<file path="src/sv/oal_pkg.sv">
// oal_pkg: request codes, status codes, sequencer states and the result record
// shared by the ordered array list engine modules
// no dependencies
package oal_pkg;

    typedef enum logic [2:0] {
        ACT_INSERT_AT    = 3'd0,
        ACT_INSERT_LAST  = 3'd1,
        ACT_DELETE_FIRST = 3'd2,
        ACT_DELETE_AT    = 3'd3,
        ACT_DELETE_LAST  = 3'd4,
        ACT_SEARCH       = 3'd5,
        ACT_READ         = 3'd6,
        ACT_MODIFY       = 3'd7
    } t_action;

    typedef enum logic [1:0] {
        ST_OK    = 2'd0,
        ST_FULL  = 2'd1,
        ST_EMPTY = 2'd2,
        ST_RANGE = 2'd3
    } t_status;

    typedef enum logic [2:0] {
        S_IDLE,
        S_RD,
        S_WAIT,
        S_WRITE,
        S_DONE
    } t_state;

    typedef struct packed {
        t_status     status;
        logic        found;
        logic [3:0]  found_position;
        logic [31:0] read_value;
        logic [4:0]  count;
    } t_result;

endpackage

</file>
<file path="src/sv/oal_ram.sv">
// oal_ram: generic single-write, single-read RAM with registered read data
// no dependencies
module oal_ram #(
    parameter int WIDTH = 32,
    parameter int DEPTH = 16
) (
    input  logic                     i_clk,
    input  logic                     i_we,
    input  logic [$clog2(DEPTH)-1:0] i_waddr,
    input  logic [WIDTH-1:0]         i_wdata,
    input  logic                     i_re,
    input  logic [$clog2(DEPTH)-1:0] i_raddr,
    output logic [WIDTH-1:0]         o_rdata
);

    logic [WIDTH-1:0] r_mem [DEPTH];
    logic [WIDTH-1:0] r_rdata;

    always_ff @(posedge i_clk) begin
        if (i_we) begin
            r_mem[i_waddr] <= i_wdata;
        end
        if (i_re) begin
            r_rdata <= r_mem[i_raddr];
        end
    end

    assign o_rdata = r_rdata;

endmodule

</file>
<file path="src/sv/oal_seq.sv">
// oal_seq: request sequencer, entry count and the shift/compare loop over the entry RAM
// depends on oal_pkg and oal_ram
module oal_seq #(
    parameter int CAPACITY    = 16,
    parameter int VALUE_WIDTH = 32
) (
    input  logic             i_clk,
    input  logic             i_rst_n,
    input  logic             i_start,
    input  logic [2:0]       i_action,
    input  logic [3:0]       i_position,
    input  logic [31:0]      i_value,
    output logic             o_busy,
    output logic             o_done,
    input  logic             i_take,
    output oal_pkg::t_result o_result
);

    localparam int AW = $clog2(CAPACITY);
    localparam int CW = $clog2(CAPACITY + 1);
    localparam int EW = (VALUE_WIDTH < 32) ? VALUE_WIDTH : 32;
    localparam int PW = (CW > 4) ? CW : 4;

    oal_pkg::t_state  r_state, n_state;
    oal_pkg::t_action r_act, n_act;
    oal_pkg::t_result r_res, n_res;
    logic [CW-1:0]    r_count, n_count;
    logic [CW-1:0]    r_k, n_k;
    logic [AW-1:0]    r_posa, n_posa;
    logic [EW-1:0]    r_val, n_val;

    oal_pkg::t_action w_act_in;
    logic [PW-1:0]    w_pos_ext;
    logic [PW-1:0]    w_cnt_ext;
    logic [PW:0]      w_pos_inc;
    logic             w_full;
    logic             w_empty;
    logic [CW-1:0]    w_k_dec;
    logic [CW:0]      w_k_inc;
    logic [CW:0]      w_k_inc2;
    logic [CW:0]      w_cnt_wide;
    logic [CW+3:0]    w_k_wide;
    logic [CW+4:0]    w_cnt5_wide;
    logic [EW+31:0]   w_rd_wide;

    logic             w_we;
    logic [AW-1:0]    w_waddr;
    logic [EW-1:0]    w_wdata;
    logic             w_re;
    logic [AW-1:0]    w_raddr;
    logic [EW-1:0]    w_rdata;

    oal_ram #(
        .WIDTH (EW),
        .DEPTH (CAPACITY)
    ) u_ram (
        .i_clk   (i_clk),
        .i_we    (w_we),
        .i_waddr (w_waddr),
        .i_wdata (w_wdata),
        .i_re    (w_re),
        .i_raddr (w_raddr),
        .o_rdata (w_rdata)
    );

    assign w_act_in    = oal_pkg::t_action'(i_action);
    assign w_pos_ext   = PW'(i_position);
    assign w_cnt_ext   = PW'(r_count);
    assign w_pos_inc   = (PW + 1)'(i_position) + (PW + 1)'(1);
    assign w_full      = (r_count == CW'(CAPACITY));
    assign w_empty     = (r_count == '0);
    assign w_k_dec     = r_k - CW'(1);
    assign w_k_inc     = {1'b0, r_k} + (CW + 1)'(1);
    assign w_k_inc2    = {1'b0, r_k} + (CW + 1)'(2);
    assign w_cnt_wide  = {1'b0, r_count};
    assign w_k_wide    = {4'd0, r_k};
    assign w_cnt5_wide = {5'd0, r_count};
    assign w_rd_wide   = {32'd0, w_rdata};

    always_comb begin
        case (r_act)
            oal_pkg::ACT_INSERT_AT:    w_raddr = w_k_dec[AW-1:0];
            oal_pkg::ACT_DELETE_FIRST: w_raddr = w_k_inc[AW-1:0];
            oal_pkg::ACT_DELETE_AT:    w_raddr = w_k_inc[AW-1:0];
            oal_pkg::ACT_SEARCH:       w_raddr = r_k[AW-1:0];
            default:                   w_raddr = r_posa;
        endcase
    end

    always_comb begin
        n_state = r_state;
        n_act   = r_act;
        n_res   = r_res;
        n_count = r_count;
        n_k     = r_k;
        n_posa  = r_posa;
        n_val   = r_val;
        w_we    = 1'b0;
        w_waddr = r_k[AW-1:0];
        w_wdata = w_rdata;
        w_re    = 1'b0;
        o_done  = 1'b0;

        case (r_state)
            oal_pkg::S_IDLE: begin
                if (i_start) begin
                    n_act  = w_act_in;
                    n_val  = i_value[EW-1:0];
                    n_posa = w_pos_ext[AW-1:0];
                    n_k    = w_pos_ext[CW-1:0];
                    n_res  = '{status: oal_pkg::ST_OK, found: 1'b0, found_position: 4'd0,
                               read_value: 32'd0, count: 5'd0};
                    n_state = oal_pkg::S_DONE;
                    case (w_act_in)
                        oal_pkg::ACT_INSERT_AT: begin
                            if (w_full) begin
                                n_res.status = oal_pkg::ST_FULL;
                            end else if (w_pos_ext > w_cnt_ext) begin
                                n_res.status = oal_pkg::ST_RANGE;
                            end else begin
                                n_k     = r_count;
                                n_state = (w_pos_ext == w_cnt_ext) ? oal_pkg::S_WRITE
                                                                   : oal_pkg::S_RD;
                            end
                        end
                        oal_pkg::ACT_INSERT_LAST: begin
                            if (w_full) begin
                                n_res.status = oal_pkg::ST_FULL;
                            end else begin
                                n_posa  = r_count[AW-1:0];
                                n_state = oal_pkg::S_WRITE;
                            end
                        end
                        oal_pkg::ACT_DELETE_FIRST: begin
                            n_k = '0;
                            if (w_empty) begin
                                n_res.status = oal_pkg::ST_EMPTY;
                            end else if (r_count > CW'(1)) begin
                                n_state = oal_pkg::S_RD;
                            end else begin
                                n_count = r_count - CW'(1);
                            end
                        end
                        oal_pkg::ACT_DELETE_AT: begin
                            if (w_empty) begin
                                n_res.status = oal_pkg::ST_EMPTY;
                            end else if (w_pos_ext >= w_cnt_ext) begin
                                n_res.status = oal_pkg::ST_RANGE;
                            end else if (w_pos_inc < (PW + 1)'(r_count)) begin
                                n_state = oal_pkg::S_RD;
                            end else begin
                                n_count = r_count - CW'(1);
                            end
                        end
                        oal_pkg::ACT_DELETE_LAST: begin
                            if (w_empty) begin
                                n_res.status = oal_pkg::ST_EMPTY;
                            end else begin
                                n_count = r_count - CW'(1);
                            end
                        end
                        oal_pkg::ACT_SEARCH: begin
                            n_k = '0;
                            if (!w_empty) begin
                                n_state = oal_pkg::S_RD;
                            end
                        end
                        oal_pkg::ACT_READ, oal_pkg::ACT_MODIFY: begin
                            if (w_empty) begin
                                n_res.status = oal_pkg::ST_EMPTY;
                            end else if (w_pos_ext >= w_cnt_ext) begin
                                n_res.status = oal_pkg::ST_RANGE;
                            end else begin
                                n_state = (w_act_in == oal_pkg::ACT_READ) ? oal_pkg::S_RD
                                                                          : oal_pkg::S_WRITE;
                            end
                        end
                        default: begin
                            n_state = oal_pkg::S_DONE;
                        end
                    endcase
                end
            end
            oal_pkg::S_RD: begin
                w_re    = 1'b1;
                n_state = oal_pkg::S_WAIT;
            end
            oal_pkg::S_WAIT: begin
                n_state = oal_pkg::S_DONE;
                case (r_act)
                    oal_pkg::ACT_INSERT_AT: begin
                        // move one entry up
                        w_we    = 1'b1;
                        n_k     = w_k_dec;
                        n_state = (w_k_dec == CW'(r_posa)) ? oal_pkg::S_WRITE
                                                           : oal_pkg::S_RD;
                    end
                    oal_pkg::ACT_DELETE_FIRST, oal_pkg::ACT_DELETE_AT: begin
                        // move one entry down
                        w_we = 1'b1;
                        n_k  = w_k_inc[CW-1:0];
                        if (w_k_inc2 < w_cnt_wide) begin
                            n_state = oal_pkg::S_RD;
                        end else begin
                            n_count = r_count - CW'(1);
                        end
                    end
                    oal_pkg::ACT_SEARCH: begin
                        if (w_rdata == r_val) begin
                            n_res.found          = 1'b1;
                            n_res.found_position = w_k_wide[3:0];
                        end else begin
                            n_k = w_k_inc[CW-1:0];
                            if (w_k_inc < w_cnt_wide) begin
                                n_state = oal_pkg::S_RD;
                            end
                        end
                    end
                    default: begin
                        n_res.read_value = w_rd_wide[31:0];
                    end
                endcase
            end
            oal_pkg::S_WRITE: begin
                w_we    = 1'b1;
                w_waddr = r_posa;
                w_wdata = r_val;
                if (r_act == oal_pkg::ACT_INSERT_AT || r_act == oal_pkg::ACT_INSERT_LAST) begin
                    n_count = r_count + CW'(1);
                end
                n_state = oal_pkg::S_DONE;
            end
            oal_pkg::S_DONE: begin
                o_done = 1'b1;
                if (i_take) begin
                    n_state = oal_pkg::S_IDLE;
                end
            end
            default: begin
                n_state = oal_pkg::S_IDLE;
            end
        endcase
    end

    always_ff @(posedge i_clk) begin
        if (!i_rst_n) begin
            r_state <= oal_pkg::S_IDLE;
            r_count <= '0;
        end else begin
            r_state <= n_state;
            r_count <= n_count;
        end
    end

    always_ff @(posedge i_clk) begin
        r_act  <= n_act;
        r_res  <= n_res;
        r_k    <= n_k;
        r_posa <= n_posa;
        r_val  <= n_val;
    end

    assign o_busy = (r_state != oal_pkg::S_IDLE);

    always_comb begin
        o_result       = r_res;
        o_result.count = w_cnt5_wide[4:0];
    end

endmodule

</file>
<file path="src/sv/ordered_array_list_engine_unit.sv">
// ordered_array_list_engine_unit: top level, request/result handshakes and result register
// depends on oal_pkg and oal_seq
//
//  channel   direction  valid          stall          payload
//  request   in         i_in_valid     o_in_stall     i_action, i_position, i_value
//  result    out        o_out_valid    i_out_stall    o_status, o_found, o_found_position,
//                                                     o_read_value, o_count
//
// a request is decoded and handed off, and every entry moved, compared or read goes
// through the single read port of the entry ram, then a final write for inserts and modify
// insert_at moves each entry from position up to the end, search reads entries up to the hit
// reset clears the entry count and the control state; entries need no clearing
// a finished result waits in the output register while the next request is taken
module ordered_array_list_engine_unit #(
    parameter int CAPACITY    = 16,
    parameter int VALUE_WIDTH = 32
) (
    input  logic        i_clk,
    input  logic        i_rst_n,
    input  logic        i_in_valid,
    output logic        o_in_stall,
    input  logic [2:0]  i_action,
    input  logic [3:0]  i_position,
    input  logic [31:0] i_value,
    output logic        o_out_valid,
    input  logic        i_out_stall,
    output logic [1:0]  o_status,
    output logic        o_found,
    output logic [3:0]  o_found_position,
    output logic [31:0] o_read_value,
    output logic [4:0]  o_count
);

    logic             w_busy;
    logic             w_done;
    logic             w_take;
    oal_pkg::t_result w_result;

    logic             r_out_valid, n_out_valid;
    oal_pkg::t_result r_res;

    oal_seq #(
        .CAPACITY    (CAPACITY),
        .VALUE_WIDTH (VALUE_WIDTH)
    ) u_seq (
        .i_clk      (i_clk),
        .i_rst_n    (i_rst_n),
        .i_start    (i_in_valid),
        .i_action   (i_action),
        .i_position (i_position),
        .i_value    (i_value),
        .o_busy     (w_busy),
        .o_done     (w_done),
        .i_take     (w_take),
        .o_result   (w_result)
    );

    assign o_in_stall = w_busy;
    assign w_take     = w_done && (!r_out_valid || !i_out_stall);

    always_comb begin
        n_out_valid = r_out_valid;
        if (w_take) begin
            n_out_valid = 1'b1;
        end else if (!i_out_stall) begin
            n_out_valid = 1'b0;
        end
    end

    always_ff @(posedge i_clk) begin
        if (!i_rst_n) begin
            r_out_valid <= 1'b0;
        end else begin
            r_out_valid <= n_out_valid;
        end
    end

    always_ff @(posedge i_clk) begin
        if (w_take) begin
            r_res <= w_result;
        end
    end

    assign o_out_valid      = r_out_valid;
    assign o_status         = r_res.status;
    assign o_found          = r_res.found;
    assign o_found_position = r_res.found_position;
    assign o_read_value     = r_res.read_value;
    assign o_count          = r_res.count;

    // accepted request keeps the input stalled while it is worked on
    a_busy_after_accept: assert property (@(posedge i_clk) disable iff (!i_rst_n)
        (i_in_valid && !o_in_stall) |=> o_in_stall)
        else $error("input not stalled after accepted request");

    a_take_loads_output: assert property (@(posedge i_clk) disable iff (!i_rst_n)
        w_take |=> o_out_valid)
        else $error("finished result not presented");

    a_full_count: assert property (@(posedge i_clk) disable iff (!i_rst_n)
        (o_out_valid && o_status == oal_pkg::ST_FULL) |-> (o_count == 5'(CAPACITY)))
        else $error("list full reported below capacity");

    a_found_ok: assert property (@(posedge i_clk) disable iff (!i_rst_n)
        (o_out_valid && o_found) |-> (o_status == oal_pkg::ST_OK && o_count != 5'd0))
        else $error("search hit with bad status or empty list");

endmodule

</file>
<file path="config.mk">
export PLATFORM = sky130hd
export DESIGN_NAME = ordered_array_list_engine_unit
export DESIGN_NICKNAME = d
export VERILOG_FILES = /design/src/sv/oal_pkg.sv /design/src/sv/oal_ram.sv /design/src/sv/oal_seq.sv /design/src/sv/ordered_array_list_engine_unit.sv
export SDC_FILE = /design/constraint.sdc
export NUM_CORES = 1
export LEC_CHECK = 0
export ABC_AREA = 1
export BUFFER_PORTS_ARGS = -buffer_cell sky130_fd_sc_hd__buf_2
export CORE_ASPECT_RATIO = 1.1
export CORE_MARGIN = 2
export CORE_UTILIZATION = 57
export CTS_CLUSTER_SIZE = 30
export DETAILED_ROUTE_END_ITERATION = 16
export PLACE_DENSITY = 0.74
export SYNTH_ARGS = -nofsm -noshare
export SYNTH_HDL_FRONTEND = slang
export SYNTH_HIERARCHICAL = 1
export SYNTH_SLANG_ARGS = --single-unit
</file>
<file path="constraint.sdc">
create_clock -name i_clk -period 4.9 [get_ports i_clk]
set_input_delay 0 -clock i_clk [delete_from_list [all_inputs] [get_ports i_clk]]
set_output_delay 0 -clock i_clk [all_outputs]
set_load 0.01 [all_outputs]
</file>
Word level (Yosys, flattened, before mapping) --
Memory sizes are Yosys's and may differ from the RTL's. A register that Yosys moved wholly into a read port is not among the register bits. Index checks and enable logic that the tools add are counted.
Cells by class: add/subtract/negate cells 6, $mul 0, divide/modulo/power cells 0, magnitude comparators 6, equality and inequality tests 37, shifts and indexed selects 0, muxes and demuxes 66, bitwise gates (word level) 0, reductions and logical operators 25
Operators with widths (count):
- 2-to-1 mux 5 bit | 16
- case mux 37 bit (2 select lines) | 1
- 2-to-1 mux 32 bit | 2
- 2-to-1 mux 3 bit | 16
- case mux 5 bit (3 select lines) | 3
- 2-to-1 mux 42 bit | 1
- equality test 32 bit | 1
- != test 3 bit, second input constant | 7
- case mux 5 bit (2 select lines) | 2
- equality test 3 x 2 -> 1 bit, second input constant | 6
- equality test 3 bit, second input constant | 6
- < comparator 6 x 5 -> 1 bit | 3
- case mux 3 bit (6 select lines) | 1
- 2-to-1 mux 2 bit | 8
- case mux 3 bit (5 select lines) | 1
- 2-to-1 mux 4 bit | 3
- case mux 4 bit (3 select lines) | 1
- AND reduction 12 bit | 1
- != test 2 bit, second input constant | 5
- subtractor 5 x 1 -> 5 bit, second input constant | 2
- equality test 3 x 1 -> 1 bit, second input constant | 3
- logical NOT 3 bit | 3
- case mux 3 bit (3 select lines) | 1
- 2-to-1 mux 1 bit | 8
- 27 further kinds | 39
Word-level totals: bits in registers 136, latch bits 0, RAM bits 512, memory bits (read-only) 0, bits of input ports 43, output and inout bits 46, logic and storage cells 157, memories kept 1
Memory list:
- u_seq.u_ram.r_mem | words 16, width 32, rd ports 1, clocked after memory_dff 1, wr ports 1, line oal_ram.sv:16 | logic [WIDTH-1:0] r_mem [DEPTH];

Depth between registers and ports, before layout --
Gate-level depths: netlist (run 1).
depth in word-level cells 8, gate-level depth with buffers 18, mapped depth without buffers 15

Modules after synthesis --
The synthesis (run 1) kept the hierarchy.
Modules (own cells, without submodules):
- oal_ram | times used 1, cells an instance 2120, area each 23050.9 um^2, sequential area each 16335.7 um^2
- oal_seq | times used 1, cells an instance 644, area each 5502.8 um^2, sequential area each 2652.5 um^2
- ordered_array_list_engine_unit | times used 1, cells an instance 50, area each 1366.3 um^2, sequential area each 1341.3 um^2

Worst setup path before layout (run 1) --
OpenSTA, ideal clock, no wires.
path type register to register, start point register u_seq.r_state[0], end point register u_seq.r_res (netlist bit u_seq/o_result[10]), enable pin, library setup time 387 ps, arrival 3562 ps, data required time 4513 ps, path slack 951 ps, stages on the path, launching flop included 8, path buffers 0, clock period less this slack 3949 ps, cell sequence dfxtp_1 -> nor2_1 -> inv_1 -> nor2_1 -> inv_1 -> nor2_1 -> o21bai_1 -> inv_1
Between the ends: longest elaborated chain between the ends 3, elaborated cells between the ends (all ways) 6, classes of those cells 3 x eq/ne; 3 x reduce/logical
Ends and longest elaborated chain:
- from (decl) | line oal_seq.sv:24 | oal_pkg::t_state r_state, n_state;
- from (signal assigned) | line oal_seq.sv:247 | r_state <= oal_pkg::S_IDLE;
- from (signal assigned) | line oal_seq.sv:250 | r_state <= n_state;
- equality test 3 x 2 -> 1 bit or logical NOT 3 bit (tied branches) | line oal_seq.sv:104 | case (r_state)
- != test 2 bit (no line) or nonzero test 2 bit (tied branches)
- AND reduction 3 bit (no line) (*)
- to (signal assigned) | line oal_seq.sv:257 | r_res <= n_res;
- to (decl) | line oal_seq.sv:26 | oal_pkg::t_result r_res, n_res;
Mark *: on every way between the ends. The rest lies on a longest branch, timed or not. A chain may end at the register's enable or synchronous reset.

Final worst setup path (run 1) --
start point register u_seq.r_act[2], end point memory u_seq.u_ram.r_mem[8][24], enable pin
Between the ends: longest elaborated chain between the ends 6, elaborated cells between the ends (all ways) 8, classes of those cells 2 x eq/ne; 4 x mux; 2 x reduce/logical
Ends and longest elaborated chain:
- from (decl) | line oal_seq.sv:25 | oal_pkg::t_action r_act, n_act;
- from (signal assigned) | line oal_seq.sv:256 | r_act <= n_act;
- equality test 3 x 2 -> 1 bit or logical NOT 3 bit (tied branches) | line oal_seq.sv:190 | case (r_act)
- OR reduction 3 bit (no line) (*)
- 2-to-1 mux 1 bit (*) | line oal_seq.sv:190
- case mux 1 bit (2 select lines) (*) | line oal_seq.sv:104
- net u_seq.w_we | line oal_seq.sv:46 | logic w_we;
- 2-to-1 mux 1 bit (*) | line oal_ram.sv:20 | if (i_we) begin
- 2-to-1 mux 1 bit (implied by the code) (*) | line oal_ram.sv:21 | r_mem[i_waddr] <= i_wdata;
- to (decl) | line oal_ram.sv:16
Mark *: on every way through the listed nets, which the timed path passes. The rest lies on a longest branch.

==> results of run 1 <==
## state kept, by name, summed over array words and instances, names as in the netlist, 2 cells and up
| register | cells |
|---|---|
| u_seq/u_ram/o_rdata | 32 |
| u_seq/o_result | 39 |
| o_count | 5 |
| u_seq/r_act | 3 |
| u_seq/r_val | 32 |
| u_seq/r_state | 3 |
| u_seq/r_count | 5 |
| o_found_position | 4 |
| u_seq/u_ram/r_mem | 512 |
| o_read_value | 32 |
| u_seq/r_k | 5 |
| u_seq/r_posa | 4 |
| o_status | 2 |
## report_power, final
group / total, µW / leakage (µW) / switching, µW / internal (µW)
registers: 7360 / 0.00619 / 264 / 7100
clock network: 4970 / 0.00103 / 2070 / 2900
logic: 5380 / 0.00689 / 3780 / 1600
## kinds of logic after synthesis
kind of cell             after synthesis  share of synthesized area, %
XOR/XNOR                              42                          1.23
adder cells (fa/ha/maj)               26                          1.09
flip-flops                           680                          67.9
buffers and inverters                606                          8.70
AND/OR/NAND/NOR                     1361                          19.2
AO/OA/AOI/OAI                         99                          1.87
## final cells by class
class	count	share of cell area (%)
sequential	680	60.2
multi-input combinational	1528	21.3
clock buffer	85	5.42
inverter	484	5.41
timing repair buffer	191	4.28
tap	675	2.50
clock inverter	35	0.845
## through the flow
stage               cell area (µm²)  utilization (%)
floorplan                     29900                -
global placement              31200             59.8
detailed placement            31200             59.8
CTS                           33800             64.7
global route                  33800             64.7
finish                        33800             64.7
## path summary, 6_finish.rpt
| check | startpoint | cells after the start | endpoint |
|---|---|---|---|
| worst min-delay path | i_value[12] | 2 | u_seq/r_val[12] |
| worst min register to register | u_seq/o_result[38] | 0 | o_found_position[1] |
| worst max register to register | u_seq/r_act[2] | 7 | u_seq/u_ram/r_mem[8][24] |
| worst max-delay path | u_seq/r_act[2] | 7 | u_seq/u_ram/r_mem[8][24] |
## layout by cell type (no fill, tap or decap), drive strengths merged
master       Yosys  final
nand2          837    837
edfxtp         671    671
inv            483    484
nand3          404    404
buf            101    149
nor2           102    102
clkbuf          21     85
o21ai           62     62
dlygate4sd3      0     42
clkinv           1     29
xnor2           27     27
ha              26     26
a21oi           16     16
xor2            15     15
dfxtp            9      9
nand4            6      6
nor3             6      6
bufinv           0      5
o2111ai          3      3
a31oi            3      3
o211ai           3      3
o21bai           3      3
nand3b           3      3
a211oi           2      2
a21boi           2      2
clkinvlp         0      1
a22oi            1      1
o22ai            1      1
a221oi           1      1
o221ai           1      1
o32ai            1      1
and2             1      1
nor3b            1      1
nor4             1      1
## synthesized netlist by cell type, types with 15 or more instances
master and number:
xnor2_1 27, ha_1 26, buf_1 16, xor2_1 15, nand2_1 825, buf_2 48
clkbuf_1 21, inv_1 472, o21ai_0 55, nand3_1 403, buf_6 30, nor2_1 94
a21oi_1 15, edfxtp_1 671
## worst max-delay path, cell delays in order, from the launching register on
cell	delay, ps
edfxtp_1	440
nor3_1	290
inv_1	200
nand2_1	120
inv_1	80
o21ai_0	440
nand3b_1	420
nor2_4	1060
## metal layers
layer	vias up	global-route usage [%]
li1	9457	-
met1	9787	35.7
met2	1001	45.2
met3	159	3.53
met4	0	10.8
met5	-	0
## timing repair
item | CTS | global route
endpoints found under the hold margin | 73 | 0
hold buffers | 42 | 0
setup buffers | 0 | 0
==> impl_results.md, run 1 <==
* Outcome: finished clean
* First-pass GRT wire length at 111000 µm
* Final setup fails at 0
* Die W at between 200 and 250 µm
* Average wire per standard cell at slightly below 20 µm
* Number of synthesized flops with an enable pin at between 600 and 700
* Die area at about 0.054 mm²
* CTS Sinks at 680
* Yosys reg bits at 680
* Pre-CTS setup slack at 1520 ps
* Number of global-route vias before repair at ~20000
* Register area at approximately 0.020 mm²
* Longest Clk Path Bufs at 3
* Multi-input gate area at 0.00720 mm²
* H-tree Lvls at 3
* Register area share after synthesis at just under 70%
* Overall power at 17700 µW
* Yosys top cell area share at between 60% and 70%
* Placed Cells at 3516
* RSZ-0062 raised after global routing: no
* Finished Layout Cells at between 3000 and 4000
* Peak supply drop at between 0.0003 and 0.0004 V
* DR vias at 20400
* Placement Rows at roughly 90
* Crit Path Class: reg -> reg
* Number of port buffers at 88
* Syn Std Cell Area at 0.0299 mm²
* Final setup TNS at 0 ps
* Highest routed layer: met4
* TritonRoute pass-1 iters at 7
* Prevailing post-synth register cell: edfxtp_1
* Met1 WL at ~28000 µm
* Skew final at 24.1 ps
* Critical Path Source Type: flip-flop
* Hold WS at approximately 120 ps
* Met3 WL at around 6700 µm
* Post-Syn Instances at between 2000 and 3000
* Met2 WL at between 30000 and 40000 µm
* Leakage at 0.0141 µW
* Grt ovf at 0
* Die height at around 240 µm
* Clock transition at path regs at approximately 60 ps
* TritonCTS clock tree: done
* Synth cell types at between 40 and 50
* WP data required at between 5000 and 6000 ps
* Max Cap Viol at 0
* CP Max Fanout at 32
* Yosys warning count at 6
* Tot GR Track Use at roughly 27%
* Area delta synth->final at 12.8%
* Fmax at approximately 290 MHz
* Final GP Congestion at 0.912
* Synthesized net count at a little under 3000
* Layout Nets at 3020
* Headroom to the max-slew limit at 14.8%
* Ys async rst share at 0%
* CTS resizes at 0
* CTS Buf Count at 66
* Antenna Violating Nets Remaining at 0
* Vias per cell at approximately 5.5
* Core area at 0.0522 mm²
* Final Max Slew Viols at 0
* R2r setup slk at 1420 ps
* DP HPWL at between 40000 and 50000 µm
* Top Ports at just under 90
* Tcrit/Tclk final at between 70 and 80%
* Mapped Avg Cell Area at between 10 and 15 µm²
* Yosys top cell by area: edfxtp_1
* Worst path arrival time at around 3700 ps
* Total Wirelength at between 70000 and 80000 µm
* Fill count at approximately 3800
* DRT iter0 DRCs at 2469
* Largest net degree at the start of global routing at between 150 and 200
* Antenna violations before repair at 0
* DRC Markers at 0
* Hold Vio Cnt, Final at 0
* Clk root buf: clkbuf_16
* Synth area leaders: edfxtp_1, nand2_1, nand3_1
* Share of layout cells above drive strength 1 at roughly a tenth
* HP Class: in -> reg
* Power Dens Cells at ~520 mW/mm²
* Worst-skew pair later-pin latency at around 600 ps
* Tmin final at between 3000 and 4000 ps
* Final worst slack at 1420 ps
* Kind of end point of the critical path: flip-flop
* ANT cells at 0
* Worst slew pin tran at approximately 1300 ps
* Initial core utilization at 57.3%
(Power assumes the default switching activity.)
==> inputs of run 2 (changes only) <==
Settings changed: CORE_UTILIZATION 57 to 56, PLACE_DENSITY 0.74 to 0.76.
Clock period 4.9 ns to 3.1 ns, I/O delays scaled along.
==> impl_results.md, run 2 (same netlist as run 1, synthesis figures left out) <==
* CP startpoint: u_seq/r_act[1] (was u_seq/r_act[2])
* Number of global-route vias before repair at 19700 (was 19800)
* Antenna Violating Nets Remaining at 0 (unchanged)
* Tcrit/Tclk final at 94.3% (was 71.1%)
* TritonCTS clock tree: done (unchanged)
* Most common cell after layout, fill and taps aside: nand2_1 (unchanged)
* Final Max Slew Viols at 0 (unchanged)
* Longest Clk Path Bufs at 3 (unchanged)
* DR vias at 20600 (was 20400)
* Internal power at 18500 µW (was 11600 µW)
* TritonRoute pass-1 iters at 6 (was 7)
* Average wire per standard cell at 20.3 µm (was 19.8 µm)
* Share of layout cells above drive strength 1 at 11.3% (was 9.82%)
* Critical Path Source Type: flip-flop (unchanged)
* Outcome: finished clean (unchanged)
* Layout Nets at 3075 (was 3020)
* Clk root buf: clkbuf_16 (unchanged)
* CP max stage cell: edfxtp_1 (was nor2_4)
* Clock power frac at 27.2% (was 28.1%)
* ANT cells at 0 (unchanged)
* Max Cap Viol at 0 (unchanged)
* Worst path arrival time at 3260 ps (was 3690 ps)
* Final setup fails at 0 (unchanged)
* DP HPWL at 43700 µm (was 41400 µm)
* Final GP Congestion at 0.932 (was 0.912)
* Leakage at 0.0144 µW (was 0.0141 µW)
* Worst-skew pair later-pin latency at 600 ps (about the same)
* CTS Sinks at 680 (unchanged)
* Sw Ratio at 34.5% (about the same)
* Crit Path Class: reg -> reg (unchanged)
* Tmin final at 2920 ps (was 3480 ps)
* Cell area after layout at 0.0343 mm² (was 0.0338 mm²)
* CP cell instances: inv_1 -> nand2_1 -> nor2_4 -> inv_2 -> nand2_1 -> inv_1 -> nand2_1 -> o221ai_4 -> inv_6 -> buf_12 -> nand2_1 -> nand3_1 -> nand3_1 -> nand3_1 -> nand2_1 (was nor3_1 -> inv_1 -> nand2_1 -> inv_1 -> o21ai_0 -> nand3b_1 -> nor2_4)
* Max reg flops at 512 (unchanged)
* Top Ports at 89 (unchanged)
* P_sw at 9760 µW (was 6120 µW)
* Largest net degree at the start of global routing at 155 (was 191)
* Placement Rows at 88 (unchanged)
* FF-to-FF path depth at 15 (was 7)
* Initial core utilization at 56.8% (was 57.3%)
* Tot GR Track Use at 27.1% (was 26.8%)
* Max stage delay on crit path at 430 ps (was 1060 ps)
* Logic pwr share at 31.8% (was 30.4%)
* Die height at 246 µm (was 244 µm)
* DRC Markers at 0 (unchanged)
* Most frequent cells in the layout: nand2_1, edfxtp_1, inv_1, nand3_1, buf_2 (unchanged)
* H-tree Lvls at 3 (unchanged)
* Cell mode on critical path: nand2_1 (was inv_1)
* Hold path cells at 2 (unchanged)
* Peak supply drop at 0.000507 V (was 0.000355 V)
* CP Max Fanout at 52 (was 32)
* Clock transition at path regs at 60 ps (about the same)
* Core area at 0.0526 mm² (was 0.0522 mm²)
* R2R Path Start: u_seq/r_act[1] (was u_seq/r_act[2])
* Skew final at 20.8 ps (was 24.1 ps)
* Grt ovf at 0 (unchanged)
* Die W at 224 µm (was 222 µm)
* Area delta synth->final at 14.8% (was 12.8%)
* Fmax at 342 MHz (was 287 MHz)
* Die area at 0.0553 mm² (was 0.0543 mm²)
* Reg with most FFs: u_seq/u_ram/r_mem (unchanged)
* Antenna violations before repair at 0 (unchanged)
* Power Dens Cells at 822 mW/mm² (was 525 mW/mm²)
* CTS Buf Count at 67 (was 66)
* Worst slew pin tran at 816 ps (was 1280 ps)
* Min-Delay Startpoint: i_value[10] (was i_value[12])
* DRT iter0 DRCs at 2471 (was 2469)
* Total Wirelength at 75500 µm (was 72700 µm)
* Setup Buffers After CTS at 0 (unchanged)
* Vias per cell at 5.54 (was 5.55)
* Seq pwr share at 41.0% (was 41.6%)
* First-pass GRT wire length at 112000 µm (was 111000 µm)
* HP Class: in -> reg (unchanged)
* Kind of end point of the critical path: flip-flop (unchanged)
* Placed cell areas at 0.0319 mm² (was 0.0312 mm²)
* WP data required at 3440 ps (was 5100 ps)
* Number of port buffers at 88 (unchanged)
* Headroom to the max-slew limit at 45.1% (was 14.8%)
* Overall power at 28200 µW (was 17700 µW)
* Hold Vio Cnt, Final at 0 (unchanged)
==> run 2: changes by cell type in the layout (fill, tap and decap cells not counted), sizes merged <==
cell         delta
buf            +52
clkinv          -9
clkbuf          +7
bufinv          -2
clkinvlp        -1
dlygate4sd3     +1
==> run 2: final timing paths <==
| kind | endpoint | slack [ps] |
|---|---|---|
| worst max-delay path | u_seq/u_ram/o_rdata[30] | 180 |
| worst min-delay path | u_seq/r_val[10] | 100 |
| worst max register to register | u_seq/u_ram/o_rdata[30] | 180 |
| worst min register to register | o_found_position[3] | 420 |
==> run 2: metal layers <==
layer	track usage (%)	routed length (µm)
met5	0	0
met4	11.5	2850
met3	4.02	7580
met2	44.4	36100
met1	36.4	28900
==> run 2: final cells by class <==
type / count / area (µm²)
Clock buffer: 91 / 1850
Clock inverter: 23 / 184
Inverter: 484 / 1830
Sequential cell: 680 / 20300
Fill cell: 3786 / 18300
Tap cell: 675 / 845
Timing Repair Buffer: 245 / 2110
Multi-Input combinational cell: 1528 / 7200
==> run 2: what timing repair did <==
action	CTS	global route
endpoints found under the hold margin	57	0
hold buffers	43	0
resized for setup	0	2
setup endpoints to repair	0	4
==> run 2: power by group through the flow <==
| stage | logic (µW) | registers, µW | clock network, µW |
|---|---|---|---|
| after floorplan | 6090 | 11700 | 0 |
| after global placement | 8470 | 11700 | 0 |
| after detailed placement | 8690 | 11800 | 0 |
| after CTS | 8800 | 11600 | 7770 |
| after global routing | 9770 | 11600 | 8100 |
| final | 8970 | 11600 | 7690 |
==> run 2: worst max-delay path: cells and delay by family, from the launching register on <==
kind	cells	cell delay (ps)
buffers and inverters	5	970
DFF	1	430
AOI/OAI and AO/OA	1	200
and+or+nand+nor	9	1010
==> run 2: stage by stage <==
step | cells | setup slack, ps | util, % | setup TNS [ps] | hold WS (ps)
after floorplan | 2814 | -84.7 | - | -31290 | 98.9
after global placement | 3568 | 281 | 60.5 | 0 | 176
after detailed placement | 3568 | 266 | 60.5 | 0 | 178
after CTS | 3725 | 231 | 65.2 | 0 | 82.5
after global routing | 3726 | -2.81 | 65.3 | -2.81 | 105
final | 3726 | 177 | 65.3 | 0 | 102
